File: config.mk
export PLATFORM = sky130hd
export DESIGN_NAME = source_text_tokenizer
export DESIGN_NICKNAME = d
export VERILOG_FILES = /design/src/rtl/stt_pkg.sv /design/src/rtl/stt_scan_core.sv /design/src/rtl/stt_result_fifo.sv /design/src/rtl/source_text_tokenizer.sv
export VERILOG_INCLUDE_DIRS = /design/src /design/src/rtl
export SDC_FILE = /design/constraint.sdc
export NUM_CORES = 1
export LEC_CHECK = 0
export BUFFER_PORTS_ARGS = -buffer_cell sky130_fd_sc_hd__buf_2
export CORE_UTILIZATION = 29
export CTS_CLUSTER_DIAMETER = 150
export DETAILED_ROUTE_END_ITERATION = 6
export PLACE_DENSITY = 0.57
export SYNTH_ARGS = -nofsm -noshare
export SYNTH_HDL_FRONTEND = slang
export SYNTH_SLANG_ARGS = --single-unit
export TNS_END_PERCENT = 1
File: constraint.sdc
create_clock -name clk -period 7.45 [get_ports clk]
set_input_delay 1.1175 -clock clk [delete_from_list [all_inputs] [get_ports clk]]
set_output_delay 1.1175 -clock clk [all_outputs]
set_load 0.01 [all_outputs]
File: src/rtl/source_text_tokenizer_defines.svh
// assertion macros for the source text tokenizer
`ifndef SOURCE_TEXT_TOKENIZER_DEFINES_SVH
`define SOURCE_TEXT_TOKENIZER_DEFINES_SVH

// same-cycle implication on clk, off during reset
`define STT_ASSERT_NOW(label, ante, cons) \
	label: assert property (@(posedge clk) disable iff (!arst_n) (ante) |-> (cons)) \
		else $error("tokenizer assertion failed");

// next-cycle implication on clk, off during reset
`define STT_ASSERT_NEXT(label, ante, cons) \
	label: assert property (@(posedge clk) disable iff (!arst_n) (ante) |=> (cons)) \
		else $error("tokenizer assertion failed");

`endif

File: src/rtl/stt_pkg.sv
// shared types, token codes and keyword table for the source text tokenizer
package stt_pkg;

	localparam int POS_BITS   = 20;
	localparam int LINE_BITS  = 16;
	localparam int LEN_BITS   = 16;
	localparam int KIND_W     = 6;
	localparam int LINE_W     = 16;
	localparam int POS_W      = 20;
	localparam int LEN_W      = 16;
	localparam int PREFIX_W   = 48;
	localparam int MAX_RES    = 3;
	localparam int FIFO_DEPTH = 4;
	localparam int NUM_KW     = 16;
	localparam int KW_MAX_LEN = 6;

	localparam logic [7:0] CH_CR = 8'h0d;

	localparam logic [KIND_W-1:0] K_LPAREN  = 6'd0;
	localparam logic [KIND_W-1:0] K_RPAREN  = 6'd1;
	localparam logic [KIND_W-1:0] K_LBRACE  = 6'd2;
	localparam logic [KIND_W-1:0] K_RBRACE  = 6'd3;
	localparam logic [KIND_W-1:0] K_COMMA   = 6'd4;
	localparam logic [KIND_W-1:0] K_DOT     = 6'd5;
	localparam logic [KIND_W-1:0] K_MINUS   = 6'd6;
	localparam logic [KIND_W-1:0] K_PLUS    = 6'd7;
	localparam logic [KIND_W-1:0] K_SEMI    = 6'd8;
	localparam logic [KIND_W-1:0] K_SLASH   = 6'd9;
	localparam logic [KIND_W-1:0] K_STAR    = 6'd10;
	localparam logic [KIND_W-1:0] K_BANG    = 6'd11;
	localparam logic [KIND_W-1:0] K_EQUAL   = 6'd13;
	localparam logic [KIND_W-1:0] K_GREATER = 6'd15;
	localparam logic [KIND_W-1:0] K_LESS    = 6'd17;
	localparam logic [KIND_W-1:0] K_IDENT   = 6'd19;
	localparam logic [KIND_W-1:0] K_STRING  = 6'd20;
	localparam logic [KIND_W-1:0] K_NUMBER  = 6'd21;
	localparam logic [KIND_W-1:0] K_AND     = 6'd22;
	localparam logic [KIND_W-1:0] K_EOF     = 6'd38;
	localparam logic [KIND_W-1:0] K_BAD     = 6'd39;
	localparam logic [KIND_W-1:0] K_UNTERM  = 6'd40;

	typedef enum logic [3:0] {
		M_IDLE,
		M_OP2,
		M_SLASH,
		M_COMMENT,
		M_STRING,
		M_INT,
		M_INT_DOT,
		M_FRAC,
		M_IDENT
	} scan_mode_t;

	typedef struct packed {
		logic [KIND_W-1:0] kind;
		logic [LINE_W-1:0] line;
		logic [POS_W-1:0]  start_pos;
		logic [LEN_W-1:0]  length;
		logic              last;
	} result_t;

	typedef struct packed {
		logic [1:0]                cnt;
		result_t [MAX_RES-1:0]     res;
	} step_out_t;

	// keyword text right-aligned, first byte highest
	localparam logic [PREFIX_W-1:0] KW_TEXT [NUM_KW] = '{
		48'h616e64,
		48'h636c617373,
		48'h656c7365,
		48'h66616c7365,
		48'h66756e,
		48'h666f72,
		48'h6966,
		48'h6e696c,
		48'h6f72,
		48'h7072696e74,
		48'h72657475726e,
		48'h7375706572,
		48'h74686973,
		48'h74727565,
		48'h766172,
		48'h7768696c65
	};

	localparam logic [2:0] KW_LEN [NUM_KW] = '{
		3'd3, 3'd5, 3'd4, 3'd5, 3'd3, 3'd3, 3'd2, 3'd3,
		3'd2, 3'd5, 3'd6, 3'd5, 3'd4, 3'd4, 3'd3, 3'd5
	};

	function automatic logic is_digit(input logic [7:0] c);
		return (c >= "0") && (c <= "9");
	endfunction

	function automatic logic is_alpha(input logic [7:0] c);
		return ((c >= "a") && (c <= "z")) || ((c >= "A") && (c <= "Z")) || (c == "_");
	endfunction

	function automatic logic [LEN_BITS-1:0] len_inc(input logic [LEN_BITS-1:0] n);
		return (n == '1) ? n : n + 1'b1;
	endfunction

	function automatic logic [KIND_W-1:0] kw_kind(input logic [PREFIX_W-1:0] prefix,
			input logic [LEN_BITS-1:0] n);
		logic [KIND_W-1:0] k;
		k = K_IDENT;
		if (n <= LEN_BITS'(KW_MAX_LEN)) begin
			for (int i = 0; i < NUM_KW; i++) begin
				if ((n == LEN_BITS'(KW_LEN[i])) && (prefix == KW_TEXT[i])) begin
					k = K_AND + KIND_W'(i);
				end
			end
		end
		return k;
	endfunction

endpackage

File: src/rtl/stt_scan_core.sv
// scanner state registers and the per-byte token decision logic
module stt_scan_core import stt_pkg::*; (
	input  logic       clk,
	input  logic       arst_n,
	input  logic       step,
	input  logic       cmd,
	input  logic [7:0] ch,
	output step_out_t  res_o
);

	scan_mode_t            mode_q, mode_d;
	logic [KIND_W-1:0]     pend_q, pend_d;
	logic [POS_BITS-1:0]   tstart_q, tstart_d;
	logic [LINE_BITS-1:0]  line_q, line_d;
	logic [POS_BITS-1:0]   pos_q, pos_d;
	logic [LEN_BITS-1:0]   tlen_q, tlen_d;
	logic [PREFIX_W-1:0]   prefix_q, prefix_d;

	function automatic result_t mk(input logic [KIND_W-1:0] k, input logic [POS_BITS-1:0] s,
			input logic [LEN_BITS-1:0] n);
		result_t r;
		r = '0;
		r.kind = k;
		r.start_pos = POS_W'(s);
		r.length = LEN_W'(n);
		return r;
	endfunction

	result_t             fl0, fl1, ex, st_ex;
	logic [1:0]          nf, nf_eff, n;
	logic                nx, st_nx, do_flush, restart;
	scan_mode_t          st_mode;
	logic                st_pend_set, st_prefix_set, st_line_inc;
	logic [KIND_W-1:0]   st_kind, st_pend;
	logic [POS_BITS-1:0] dot_pos;
	logic [LINE_BITS-1:0] line_inc;
	result_t [MAX_RES-1:0] slots;

	assign dot_pos  = (pos_q != '0) ? pos_q - 1'b1 : '0;
	assign line_inc = (line_q == '1) ? line_q : line_q + 1'b1;

	// what the held token gives when it ends
	always_comb begin
		fl0 = '0;
		fl1 = '0;
		nf = 2'd0;
		case (mode_q)
			M_OP2: begin
				fl0 = mk(pend_q, tstart_q, LEN_BITS'(1));
				nf = 2'd1;
			end
			M_SLASH: begin
				fl0 = mk(K_SLASH, tstart_q, LEN_BITS'(1));
				nf = 2'd1;
			end
			M_STRING: begin
				fl0 = mk(K_UNTERM, tstart_q, tlen_q);
				nf = 2'd1;
			end
			M_INT, M_FRAC: begin
				fl0 = mk(K_NUMBER, tstart_q, tlen_q);
				nf = 2'd1;
			end
			M_INT_DOT: begin
				fl0 = mk(K_NUMBER, tstart_q, tlen_q);
				fl1 = mk(K_DOT, dot_pos, LEN_BITS'(1));
				nf = 2'd2;
			end
			M_IDENT: begin
				fl0 = mk(kw_kind(prefix_q, tlen_q), tstart_q, tlen_q);
				nf = 2'd1;
			end
			default: nf = 2'd0;
		endcase
	end

	// what the byte gives when it opens a new token
	always_comb begin
		st_mode = M_IDLE;
		st_nx = 1'b0;
		st_kind = K_BAD;
		st_pend_set = 1'b0;
		st_pend = K_BANG;
		st_prefix_set = 1'b0;
		st_line_inc = 1'b0;
		case (ch)
			"(": begin st_nx = 1'b1; st_kind = K_LPAREN; end
			")": begin st_nx = 1'b1; st_kind = K_RPAREN; end
			"{": begin st_nx = 1'b1; st_kind = K_LBRACE; end
			"}": begin st_nx = 1'b1; st_kind = K_RBRACE; end
			",": begin st_nx = 1'b1; st_kind = K_COMMA; end
			".": begin st_nx = 1'b1; st_kind = K_DOT; end
			"-": begin st_nx = 1'b1; st_kind = K_MINUS; end
			"+": begin st_nx = 1'b1; st_kind = K_PLUS; end
			";": begin st_nx = 1'b1; st_kind = K_SEMI; end
			"*": begin st_nx = 1'b1; st_kind = K_STAR; end
			"!": begin st_pend_set = 1'b1; st_pend = K_BANG; st_mode = M_OP2; end
			"=": begin st_pend_set = 1'b1; st_pend = K_EQUAL; st_mode = M_OP2; end
			">": begin st_pend_set = 1'b1; st_pend = K_GREATER; st_mode = M_OP2; end
			"<": begin st_pend_set = 1'b1; st_pend = K_LESS; st_mode = M_OP2; end
			"/": st_mode = M_SLASH;
			" ", CH_CR, "\t": st_mode = M_IDLE;
			"\n": st_line_inc = 1'b1;
			"\"": st_mode = M_STRING;
			default: begin
				if (is_digit(ch)) begin
					st_mode = M_INT;
				end else if (is_alpha(ch)) begin
					st_mode = M_IDENT;
					st_prefix_set = 1'b1;
				end else begin
					st_nx = 1'b1;
					st_kind = K_BAD;
				end
			end
		endcase
		st_ex = mk(st_kind, pos_q, LEN_BITS'(1));
	end

	always_comb begin
		mode_d = mode_q;
		pend_d = pend_q;
		tstart_d = tstart_q;
		line_d = line_q;
		pos_d = pos_q;
		tlen_d = tlen_q;
		prefix_d = prefix_q;
		do_flush = 1'b0;
		restart = 1'b0;
		ex = '0;
		nx = 1'b0;
		if (cmd) begin
			do_flush = 1'b1;
			ex = mk(K_EOF, pos_q, '0);
			nx = 1'b1;
			mode_d = M_IDLE;
		end else begin
			case (mode_q)
				M_OP2: begin
					if (ch == "=") begin
						ex = mk(pend_q + 1'b1, tstart_q, LEN_BITS'(2));
						nx = 1'b1;
						mode_d = M_IDLE;
					end else begin
						do_flush = 1'b1;
						restart = 1'b1;
					end
				end
				M_SLASH: begin
					if (ch == "/") begin
						mode_d = M_COMMENT;
					end else begin
						do_flush = 1'b1;
						restart = 1'b1;
					end
				end
				M_COMMENT: begin
					if (ch == "\n") restart = 1'b1;
				end
				M_STRING: begin
					tlen_d = len_inc(tlen_q);
					if (ch == "\n") line_d = line_inc;
					if (ch == "\"") begin
						ex = mk(K_STRING, tstart_q, len_inc(tlen_q));
						nx = 1'b1;
						mode_d = M_IDLE;
					end
				end
				M_INT: begin
					if (is_digit(ch)) begin
						tlen_d = len_inc(tlen_q);
					end else if (ch == ".") begin
						mode_d = M_INT_DOT;
					end else begin
						do_flush = 1'b1;
						restart = 1'b1;
					end
				end
				M_INT_DOT: begin
					if (is_digit(ch)) begin
						tlen_d = len_inc(len_inc(tlen_q));
						mode_d = M_FRAC;
					end else begin
						do_flush = 1'b1;
						restart = 1'b1;
					end
				end
				M_FRAC: begin
					if (is_digit(ch)) begin
						tlen_d = len_inc(tlen_q);
					end else begin
						do_flush = 1'b1;
						restart = 1'b1;
					end
				end
				M_IDENT: begin
					if (is_alpha(ch) || is_digit(ch)) begin
						if (tlen_q < LEN_BITS'(KW_MAX_LEN)) begin
							prefix_d = {prefix_q[PREFIX_W-9:0], ch};
						end
						tlen_d = len_inc(tlen_q);
					end else begin
						do_flush = 1'b1;
						restart = 1'b1;
					end
				end
				default: restart = 1'b1;
			endcase
			if (restart) begin
				tstart_d = pos_q;
				tlen_d = LEN_BITS'(1);
				mode_d = st_mode;
				if (st_pend_set) pend_d = st_pend;
				if (st_prefix_set) prefix_d = PREFIX_W'(ch);
				if (st_line_inc) line_d = line_inc;
				ex = st_ex;
				nx = st_nx;
			end
			pos_d = (pos_q == '1) ? pos_q : pos_q + 1'b1;
		end
	end

	// pack flush tokens first, then the byte's own token
	always_comb begin
		nf_eff = do_flush ? nf : 2'd0;
		n = nf_eff + {1'b0, nx};
		slots[0] = (nf_eff != 2'd0) ? fl0 : ex;
		slots[1] = (nf_eff == 2'd2) ? fl1 : ex;
		slots[2] = ex;
		for (int i = 0; i < MAX_RES; i++) begin
			slots[i].line = LINE_W'(line_q);
			slots[i].last = (2'(i + 1) == n);
		end
		res_o.res = slots;
		res_o.cnt = step ? n : 2'd0;
	end

	always_ff @(posedge clk or negedge arst_n) begin
		if (!arst_n) begin
			mode_q <= M_IDLE;
			pend_q <= '0;
			tstart_q <= '0;
			line_q <= LINE_BITS'(1);
			pos_q <= '0;
			tlen_q <= '0;
			prefix_q <= '0;
		end else if (step) begin
			mode_q <= mode_d;
			pend_q <= pend_d;
			tstart_q <= tstart_d;
			line_q <= line_d;
			pos_q <= pos_d;
			tlen_q <= tlen_d;
			prefix_q <= prefix_d;
		end
	end

endmodule

File: src/rtl/stt_result_fifo.sv
// small token queue taking up to three tokens a cycle and handing out one while m_ready is high
`include "source_text_tokenizer_defines.svh"

module stt_result_fifo import stt_pkg::*; (
	input  logic      clk,
	input  logic      arst_n,
	input  step_out_t push,
	output logic      space_ok,
	output logic      m_valid,
	input  logic      m_ready,
	output result_t   m_data
);

	localparam int PTR_W = $clog2(FIFO_DEPTH);
	localparam int CNT_W = $clog2(FIFO_DEPTH + 1);

	result_t            mem_q [FIFO_DEPTH];
	logic [PTR_W-1:0]   wr_q, rd_q;
	logic [CNT_W-1:0]   cnt_q;
	logic               pop;

	assign m_valid  = (cnt_q != '0);
	assign m_data   = mem_q[rd_q];
	assign pop      = m_valid && m_ready;
	assign space_ok = (cnt_q <= CNT_W'(FIFO_DEPTH - MAX_RES));

	always_ff @(posedge clk) begin
		for (int i = 0; i < MAX_RES; i++) begin
			if (2'(i) < push.cnt) mem_q[wr_q + PTR_W'(i)] <= push.res[i];
		end
	end

	always_ff @(posedge clk or negedge arst_n) begin
		if (!arst_n) begin
			wr_q <= '0;
			rd_q <= '0;
			cnt_q <= '0;
		end else begin
			wr_q <= wr_q + PTR_W'(push.cnt);
			rd_q <= rd_q + PTR_W'(pop);
			cnt_q <= cnt_q + CNT_W'(push.cnt) - CNT_W'(pop);
		end
	end

	`STT_ASSERT_NOW(a_cnt_bound, 1'b1, cnt_q <= CNT_W'(FIFO_DEPTH))
	`STT_ASSERT_NOW(a_push_room, push.cnt != 2'd0, space_ok)
	`STT_ASSERT_NEXT(a_cnt_track, 1'b1, cnt_q == $past(cnt_q) + CNT_W'($past(push.cnt)) - CNT_W'($past(pop)))

endmodule

File: src/rtl/source_text_tokenizer.sv
// top level of the source text tokenizer: input register, scanner and token queue
//
//   channel   dir  tdata                                      tuser     tlast
//   s_*       in   ch[7:0]                                    cmd       -
//   m_*       out  line[15:0] start_pos[35:16] length[51:36]  kind[5:0] last
//
// one input beat per cycle while m_tready is high and each byte yields at most one token
// a beat is scanned only while the four-entry token queue holds at most one
// token, so a beat yielding two or three tokens stalls the next until the queue drains
// an input beat passes through the input register and then the token queue before its first token
// reset sets all scanner state at once (line number to 1, the rest to zero), no clearing pass
// m_tready low fills the queue and then drops s_tready
module source_text_tokenizer import stt_pkg::*; (
	input  logic        clk,
	input  logic        arst_n,
	input  logic        s_tvalid,
	output logic        s_tready,
	input  logic [7:0]  s_tdata,   // ch
	input  logic        s_tuser,   // cmd
	output logic        m_tvalid,
	input  logic        m_tready,
	output logic [55:0] m_tdata,   // line, start_pos, length, zero pad
	output logic [5:0]  m_tuser,   // kind
	output logic        m_tlast
);

	logic       v_s1;
	logic       cmd_s1;
	logic [7:0] ch_s1;
	logic       accept_in, proc, space_ok;
	step_out_t  step_res;
	result_t    head;

	assign proc      = v_s1 && space_ok;
	assign s_tready  = !v_s1 || proc;
	assign accept_in = s_tvalid && s_tready;

	always_ff @(posedge clk or negedge arst_n) begin
		if (!arst_n) begin
			v_s1 <= 1'b0;
		end else if (accept_in) begin
			v_s1 <= 1'b1;
		end else if (proc) begin
			v_s1 <= 1'b0;
		end
	end

	always_ff @(posedge clk) begin
		if (accept_in) begin
			cmd_s1 <= s_tuser;
			ch_s1 <= s_tdata;
		end
	end

	stt_scan_core u_core (
		.clk    (clk),
		.arst_n (arst_n),
		.step   (proc),
		.cmd    (cmd_s1),
		.ch     (ch_s1),
		.res_o  (step_res)
	);

	stt_result_fifo u_fifo (
		.clk      (clk),
		.arst_n   (arst_n),
		.push     (step_res),
		.space_ok (space_ok),
		.m_valid  (m_tvalid),
		.m_ready  (m_tready),
		.m_data   (head)
	);

	assign m_tdata = {4'b0, head.length, head.start_pos, head.line};
	assign m_tuser = head.kind;
	assign m_tlast = head.last;

endmodule

* Word level (Yosys, flattened, before mapping)
Memories as Yosys holds them, arrays and structs flattened.
Index checks and enable logic that the tools add are counted.
** Word-level totals
- Memory bits (writable) :: 236
- Word-level logic and storage cells :: 248
- Memories :: 1
- Output and inout port bits :: 65
- Flip-flop bits (word level) :: 147
** Memory list
- u_fifo.mem_q :: words 4, width 59, rd ports 1, clocked after memory_dff 0, wr ports 3, line stt_result_fifo.sv:17 : result_t mem_q [FIFO_DEPTH];
** Cells by class
- Add/subtract/negate cells :: 13
- Reductions and logical operators :: 48
- $lt $le $gt $ge :: 12
- Equal/unequal tests :: 67
- Bitwise logic cells :: 2
- Muxes and demuxes :: 92
** Operators by type and width (count)
- two-way mux 59 bit :: 5
- case mux 59 bit (5 select lines) :: 1
- equality test 48 x 23 -> 1 bit (second input constant) :: 5
- equality test 48 x 39 -> 1 bit (second input constant) :: 5
- two-way mux 48 bit :: 5
- two-way mux 16 bit :: 11
- equality test 48 x 31 -> 1 bit (second input constant) :: 3
- equality test 8 x 6 -> 1 bit (second input constant) :: 15
- case mux 59 bit (2 select lines) :: 1
- equality test 48 x 15 -> 1 bit (second input constant) :: 2
- two-way mux 4 bit :: 18
- case mux 16 bit (4 select lines) :: 1
- case mux 6 bit (10 select lines) :: 1
- two-way mux 58 bit :: 1
- two-way mux 56 bit :: 1
- adder 16 x 1 -> 16 bit (second input constant) :: 3
- equality test 16 bit (second input constant) :: 3
- equality test 16 x 3 -> 1 bit (second input constant) :: 3
- equality test 48 x 47 -> 1 bit (second input constant) :: 1
- two-way mux 6 bit :: 7
- equality test 16 x 2 -> 1 bit (second input constant) :: 2
- two-way mux 1 bit :: 27
- equality test 8 x 4 -> 1 bit (second input constant) :: 3
- equality test 8 x 7 -> 1 bit (second input constant) :: 3
- 60 further kinds :: 107

* Depth between registers and ports, before layout
Gate-level depths: netlist of run 1.
- Depth in word-level cells :: 21
- Gate-level depth with buffers :: 19
- Depth with buffers taken out :: 15

* Modules after synthesis
A second synthesis of run 1 with hierarchy kept.
** Second synthesis, totals
- Cell total of the unflattened synthesis :: 2641
- Area, all modules :: 23832.9 sq um
** By module, submodules not included
- stt_result_fifo :: cells an instance 1410, area each 13661.9 sq um, seq. area each 7262.0 sq um, times used 1
- stt_scan_core :: cells an instance 1212, area each 9806.9 sq um, seq. area each 3229.3 sq um, times used 1
- source_text_tokenizer :: cells an instance 19, area each 364.1 sq um, seq. area each 295.3 sq um, times used 1

* Worst setup path before layout of run 1
No wires, ideal clock.
- Kind :: register to register
- Start point :: register ch_s1[6]
- End point :: memory u_fifo.mem_q[2][0] (netlist bit), enable pin
- Period minus slack after synthesis :: 8.229 ns
- Path buffers :: 3
- Setup slack :: -0.779 ns
- Required time :: 6.893 ns
- Cell stages (with the launch flop) :: 16
- Setup time :: 0.557 ns
- Data arrival time :: 7.672 ns
- Cells stage by stage :: edfxtp_1 buf_4 or3b_1 buf_2 o41a_1 o21ai_2 and4_1 buf_2 a2111oi_0 or4_1 ha_1 inv_1 o211ai_4 a21oi_4 inv_2 o21ai_0
** RTL lines
- from (decl) :: line source_text_tokenizer.sv:29 : logic [7:0] ch_s1;
- from (signal assigned) :: line source_text_tokenizer.sv:51 : ch_s1 <= s_tdata;
- to (decl) :: line stt_result_fifo.sv:17

==> impl_metrics.ini, run 1 <==
[floorplan]
row_count = 99
dieWidth_microns = 273
die_h_microns = 273
die_area_sq_mm = 0.0746
floorplan.io_pins = 78
start_util_pct = 29.3
core_sq_mm = 0.0728

[logic_synthesis]
synth_compound_area_share_pct = 19.1
yosysWarnings = 0
synth_top_family_by_area = compound AO/OA/AOI/OAI gates
synth_edf_count = 245
ys_ff_latch = 382
ys_types = 111
syn_area_sq_mm = 0.0213
synth_mux_area_share_pct = 7.05
synth_seq_area_share_pct = 50.6
synthAdderAreaFrac_pct = 1.03
synthArstFlopShare_pct = 35.9
synthXorXnorAreaFrac_pct = 2.67
syn_avg_cell_area_sq_um = 10.9
synth_ff_type = edfxtp_1
yosys.area_share.simple_pct = 16.0
synthCells = 1954

[cts]
clkTransAtPathRegs_ps = 60
ctsLongestPathBuffers = 3
cts_made_buffers = 43
clk_latency_ps = 590
postCtsSetupRepairBufs = 0
cts-htree-levels = 2
cts_tree = built
numClockSinks = 382
clockRootBuffer = clkbuf_16
postCtsResizedCells = 0
hold_buffers = 0

[finish]
drive_gt1_share_pct = 16.5
layout_commonest_cell = edfxtp_1
instances_no_fill = 2951
layout_common_cells = 245 x edfxtp_1, 226 x nand2_1, 134 x dfrtp_1
area_growth_syn_to_layout_pct = 13.1
finalNetCount = 1986
fillers = 7304

[pwr]
power_mw = 8.30
p_per_area_mw_per_mm2 = 344
leakagePower_nw = 8.48
ir_worst_vdd_uv = 190

[sta]
hold_viol = 0
whs_ps = 509
rsz0062_at_grt = no
finalCritPeriodShare_pct = 89.0
fmax_mhz = 151
fin_worst_skew_ps = 31.3
finalSetupTns_ps = 0
setup_violations = 0
relSlewSlack_pct = 21.0
drv_slew = 0
fin_crit_ps = 6630
worst_slew_pin_slew_ps = 1180
layout_setup_ws_ps = 819

[grt]
grtUsageTotal_pct = 16.9
grt_pass1_vias = 16000
grt_overflow = 0
antenna_found_initial = 4
grt_max_degree = 78
grt_pass1_wl_microns = 98600

[worst_setup_path]
cp-start-kind = flop
critical_path_class = reg2reg
cp-end-kind = flop
worstPathArrival_ps = 7000
cp.required_ps = 7820
cp_max_fo = 22

[route]
firstDrtPassIters = 6
wirelength_microns = 63800
ant_nets = 0
vias_per_cell = 5.67
drt_iter0_drc = 1561
vias = 16700
drc = 0
routedWlPerCell_microns = 21.6

[place]
dp_hpwl_microns = 44300
placed_cells = 2870
dp_slack_ps = 1020
finalWeightedCongestion = 0.903
port-buffer-count = 73

[run]
drv_cap = 0

[status]
status = finished, final reports clean

[min_path]
holdCritPathClass = reg2reg
## cell families after synthesis
group / Yosys count
AOI/OAI and AO/OA: 568
xor gates and xnor gates: 65
adders and majority gates: 17
buffers and inverters: 179
DFF: 382
muxes: 75
other: 1
and+or+nand+nor: 667
## per-layer routing
| layer | track usage (%) | vias up | share of wire, % |
|---|---|---|---|
| li1 | - | 7569 | - |
| met2 | 27.5 | 677 | 47 |
| met4 | 3.76 | 6 | 1.6 |
| met5 | 0 | - | 0.061 |
| met3 | 3.07 | 87 | 7.3 |
| met1 | 23.2 | 8401 | 44 |
## cell usage after synthesis (all sizes together), types with 22 or more instances
cell type,instances,area (sq um)
nor2,116,438
dfrtp,136,3400
inv,29,109
clkbuf,100,377
o22ai,27,169
a22oi,59,508
nor3,42,215
edfxtp,245,7360
nand2,226,848
buf,50,275
o21ai,176,892
nand3,65,330
or3,22,138
xnor2,47,412
nor4,25,178
nand4,28,188
mux4,59,1330
a22o,60,526
o221ai,24,210
a21oi,72,394
## where the power goes
part	leakage (nW)	switching [mW]	internal [mW]	total [mW]
Sequential	4.09	0.361	2.79	3.15
Combinational	3.64	1.79	1.09	2.88
Clock	0.751	0.905	1.37	2.27
Total	8.48	3.06	5.24	8.30
## critical path, stage by stage (launching register included)
cell,delay [ps]
edfxtp_1,650
or4b_4,670
o41ai_2,430
or2_2,240
and4_1,630
a2111oi_0,220
or4_1,520
ha_1,750
nand2_1,250
nor2_1,280
nand2_1,100
a21oi_2,120
buf_4,300
nand2b_1,750
o21ai_0,190
a221oi_1,310
## sequential cells by signal, indices dropped and copies added, names as in the netlist, 3 cells and up
register         flops
ch_s1                8
u_core.line_q       16
u_core.mode_q        4
u_core.pend_q        5
u_core.pos_q        20
u_core.prefix_q     48
u_core.tlen_q       16
u_core.tstart_q     20
u_fifo.cnt_q         3
u_fifo.mem_q       236
## final cells by class
| class | count | area [sq um] | area share [%] |
|---|---|---|---|
| Multi-Input combinational cell | 1396 | 9830 | 40.8 |
| Clock buffer | 56 | 1250 | 5.18 |
| Tap cell | 959 | 1200 | 4.98 |
| Timing Repair Buffer | 104 | 642 | 2.66 |
| Clock inverter | 24 | 284 | 1.18 |
| Antenna cell | 1 | 2.50 | 0.0104 |
| Inverter | 29 | 109 | 0.452 |
| Sequential cell | 382 | 10800 | 44.8 |
## metrics by stage
step | utilization (%) | area, sq um
after floorplan | - | 21300
after global routing | 33.1 | 24100
after detailed placement | 31.0 | 22600
after global placement | 31.0 | 22600
final | 33.1 | 24100
after CTS | 33.1 | 24100
## final timing paths
path	slack [ps]	to	cells past startpoint	start
worst max register to register	820	u_fifo.mem_q[3][29]$_DFFE_PP_	15	ch_s1[4]$_DFFE_PP_
worst min register to register	510	u_fifo.cnt_q[2]$_DFF_PN0_	1	u_fifo.cnt_q[2]$_DFF_PN0_
worst min-delay path	510	u_fifo.cnt_q[2]$_DFF_PN0_	1	u_fifo.cnt_q[2]$_DFF_PN0_
max in group asynchronous	5520	u_fifo.rd_q[0]$_DFF_PN0_	2	arst_n
min in group asynchronous	540	u_core.prefix_q[20]$_DFFE_PN0P_	1	arst_n
worst max-delay path	820	u_fifo.mem_q[3][29]$_DFFE_PP_	15	ch_s1[4]$_DFFE_PP_
Note: power is estimated with default switching activity, not from simulation.
==> inputs of run 2 (changes only) <==
Settings changed: ABC_AREA set to 1.
==> run 2 against run 1 <==
Compared with the run above: sequential share of layout area down 4.8 points; highest routed layer is now met4; core utilization down 0.39 points; final area rose by 12%; count of clock-buffer cells in the layout up 10; clock skew increased by 20 ps; largest power group is now combinational cells; clock power is essentially flat; global-route usage is 1.4 points higher; via count rose by 33%; fmax increased by 21%; register-to-register slack improved by 1100 ps; critical path depth grew 4; hold slack worse by 47 ps.
==> impl_metrics.ini, run 2 <==
[status]
status = finished, final reports clean

[run]
drv_cap = 0

[worst_setup_path]
cp.required_ps = 7700
cp-start-kind = flop
cp-end-kind = flop
cpPeakStageDelay_ps = 720
crit_chain = inv_2 > nand3_2 > inv_2 > nand2_1 > a22oi_1 > o21ai_2 > nand2_4 > nand3_2 > inv_2 > o31ai_1 > ha_1 > nand2_2 > nand2_4 > nand3_2 > buf_4 > nor2_4 > inv_2 > nand3_4 > buf_4
cp_max_fo = 48
cp_slowest_cell = inv_2
cpMostUsedCell = inv_2
worstPathArrival_ps = 5730
path_delay_family = buffers and inverters
path_buf_inv = 6
r2r_slack_ps = 1970
critical_path_class = reg2reg

[cts]
hold_buffers = 0
numClockSinks = 382
ctsLongestPathBuffers = 3
cts_tree = built
clkTransAtPathRegs_ps = 60
cts-htree-levels = 2
postCtsSetupRepairBufs = 0
postCtsResizedCells = 0
clk_latency_ps = 610
clockRootBuffer = clkbuf_16
cts_made_buffers = 44

[sta]
fin_worst_skew_ps = 51.0
finalSetupTns_ps = 0
layout_setup_ws_ps = 1970
finalCritPeriodShare_pct = 73.6
drv_slew = 0
rsz0062_at_grt = no
hold_viol = 0
worst_slew_pin_slew_ps = 1060
fmax_mhz = 182
setup_violations = 0
fin_crit_ps = 5480
relSlewSlack_pct = 29.3

[min_path]
holdCritPathClass = reg2reg

[logic_synthesis]
synthCells = 3405
synth_ff_type = edfxtp_1
synthTopCellsByArea = edfxtp_1 30%, nand2_1 20%, dfrtp_1 14%
synth_seq_area_share_pct = 44.3
yosysMostFrequentCell = nand2_1
yosysWarnings = 0
synth_edf_count = 245
yosysTopAreaCell = edfxtp_1
ys_ff_latch = 382
syn_area_sq_mm = 0.0243
synthTopCellsByCount = 1311 x nand2_1, 339 x nor2_1, 273 x nand3_1
syn_avg_cell_area_sq_um = 7.15
synthArstFlopShare_pct = 35.9
yosysTopAreaCellShare_pct = 30.2
ys_types = 54

[place]
placed_cells = 4398
dp_slack_ps = 2040
dp_hpwl_microns = 52500
finalWeightedCongestion = 0.908
port-buffer-count = 73

[floorplan]
die_area_sq_mm = 0.0851
row_count = 105
dieWidth_microns = 292
core_sq_mm = 0.0825
die_h_microns = 292
start_util_pct = 29.5
floorplan.io_pins = 78

[finish]
area_growth_syn_to_layout_pct = 10.9
finalNetCount = 3404
diodes = 0
instances_no_fill = 4478
reg.largest.list = u_fifo.mem_q x236, u_core.prefix_q x48
regMostFlops = u_fifo.mem_q
largest_reg_flops = 236
drive_gt1_share_pct = 7.31
layout_common_cells = 1310 x nand2_1, 339 x nor2_1, 269 x nand3_1
layout_commonest_cell = nand2_1

[route]
routedWlPerCell_microns = 17.6
vias = 22300
drc = 0
firstDrtPassIters = 5
vias_per_cell = 4.97
wirelength_microns = 78800
ant_nets = 0
drt_iter0_drc = 1889

[pwr]
leakagePower_nw = 12.1
ir_worst_vdd_uv = 236
p_per_area_mw_per_mm2 = 341

[grt]
grtUsageTotal_pct = 18.3
antenna_found_initial = 2
grt_pass1_vias = 21000
grt_overflow = 0
grt_pass1_wl_microns = 124000
grt_max_degree = 81
## run 2: area by class of cell
class	count	area, sq um
fill	8848	55500
multi-input combinational	2591	11800
sequential	382	10800
timing repair buffer	94	529
inverter	261	981
clock buffer	66	1250
tap	1070	1340
clock inverter	14	251
## run 2: power by group
| part | switching, mW | internal, mW | leakage [nW] |
|---|---|---|---|
| Sequential | 0.255 | 2.88 | 4.17 |
| Clock | 0.920 | 1.35 | 0.725 |
| Combinational | 2.76 | 1.03 | 7.17 |
| Total | 3.94 | 5.25 | 12.1 |
## run 2: cell families after synthesis
| family | count (synthesis) | share of synthesized area, % |
|---|---|---|
| xor+xnor | 66 | 2.38 |
| flops | 382 | 44.3 |
| other cells | 1 | 0.0154 |
| simple gates | 2104 | 36.1 |
| mux | 1 | 0.0463 |
| compound gates | 399 | 8.93 |
| buf+inv | 435 | 7.34 |
| fa+ha+maj | 17 | 0.905 |
## run 2: worst paths after layout
| kind | startpoint | to | depth (start not counted) |
|---|---|---|---|
| min | u_fifo.rd_q[1]$_DFF_PN0_ | u_fifo.rd_q[1]$_DFF_PN0_ | 1 |
| max | ch_s1[4]$_DFFE_PP_ | u_fifo.mem_q[2][25]$_DFFE_PP_ | 19 |
| min in group asynchronous | arst_n | u_core.tstart_q[6]$_DFFE_PN0P_ | 1 |
| max in group asynchronous | arst_n | u_core.tlen_q[15]$_DFFE_PN0P_ | 2 |
| min reg2reg | u_fifo.rd_q[1]$_DFF_PN0_ | u_fifo.rd_q[1]$_DFF_PN0_ | 1 |
| max reg2reg | ch_s1[4]$_DFFE_PP_ | u_fifo.mem_q[2][25]$_DFFE_PP_ | 19 |
## run 2: layer usage
metal	track usage, %	wire length, microns
met1	25.8	36500
met2	29.3	35400
met3	2.46	5030
met4	4.67	1740
met5	0	0
## run 2: through the flow
stage / util [%] / total power [mW] / hold slack [ps] / area [sq um]
after global placement: 30.9 / 6.97 / 450 / 25500
after detailed placement: 30.9 / 6.98 / 450 / 25500
after CTS: 32.7 / 9.27 / 461 / 27000
after global routing: 32.7 / 9.81 / 480 / 27000
after floorplan: - / 5.63 / 442 / 24300
final: 32.7 / 9.19 / 462 / 27000
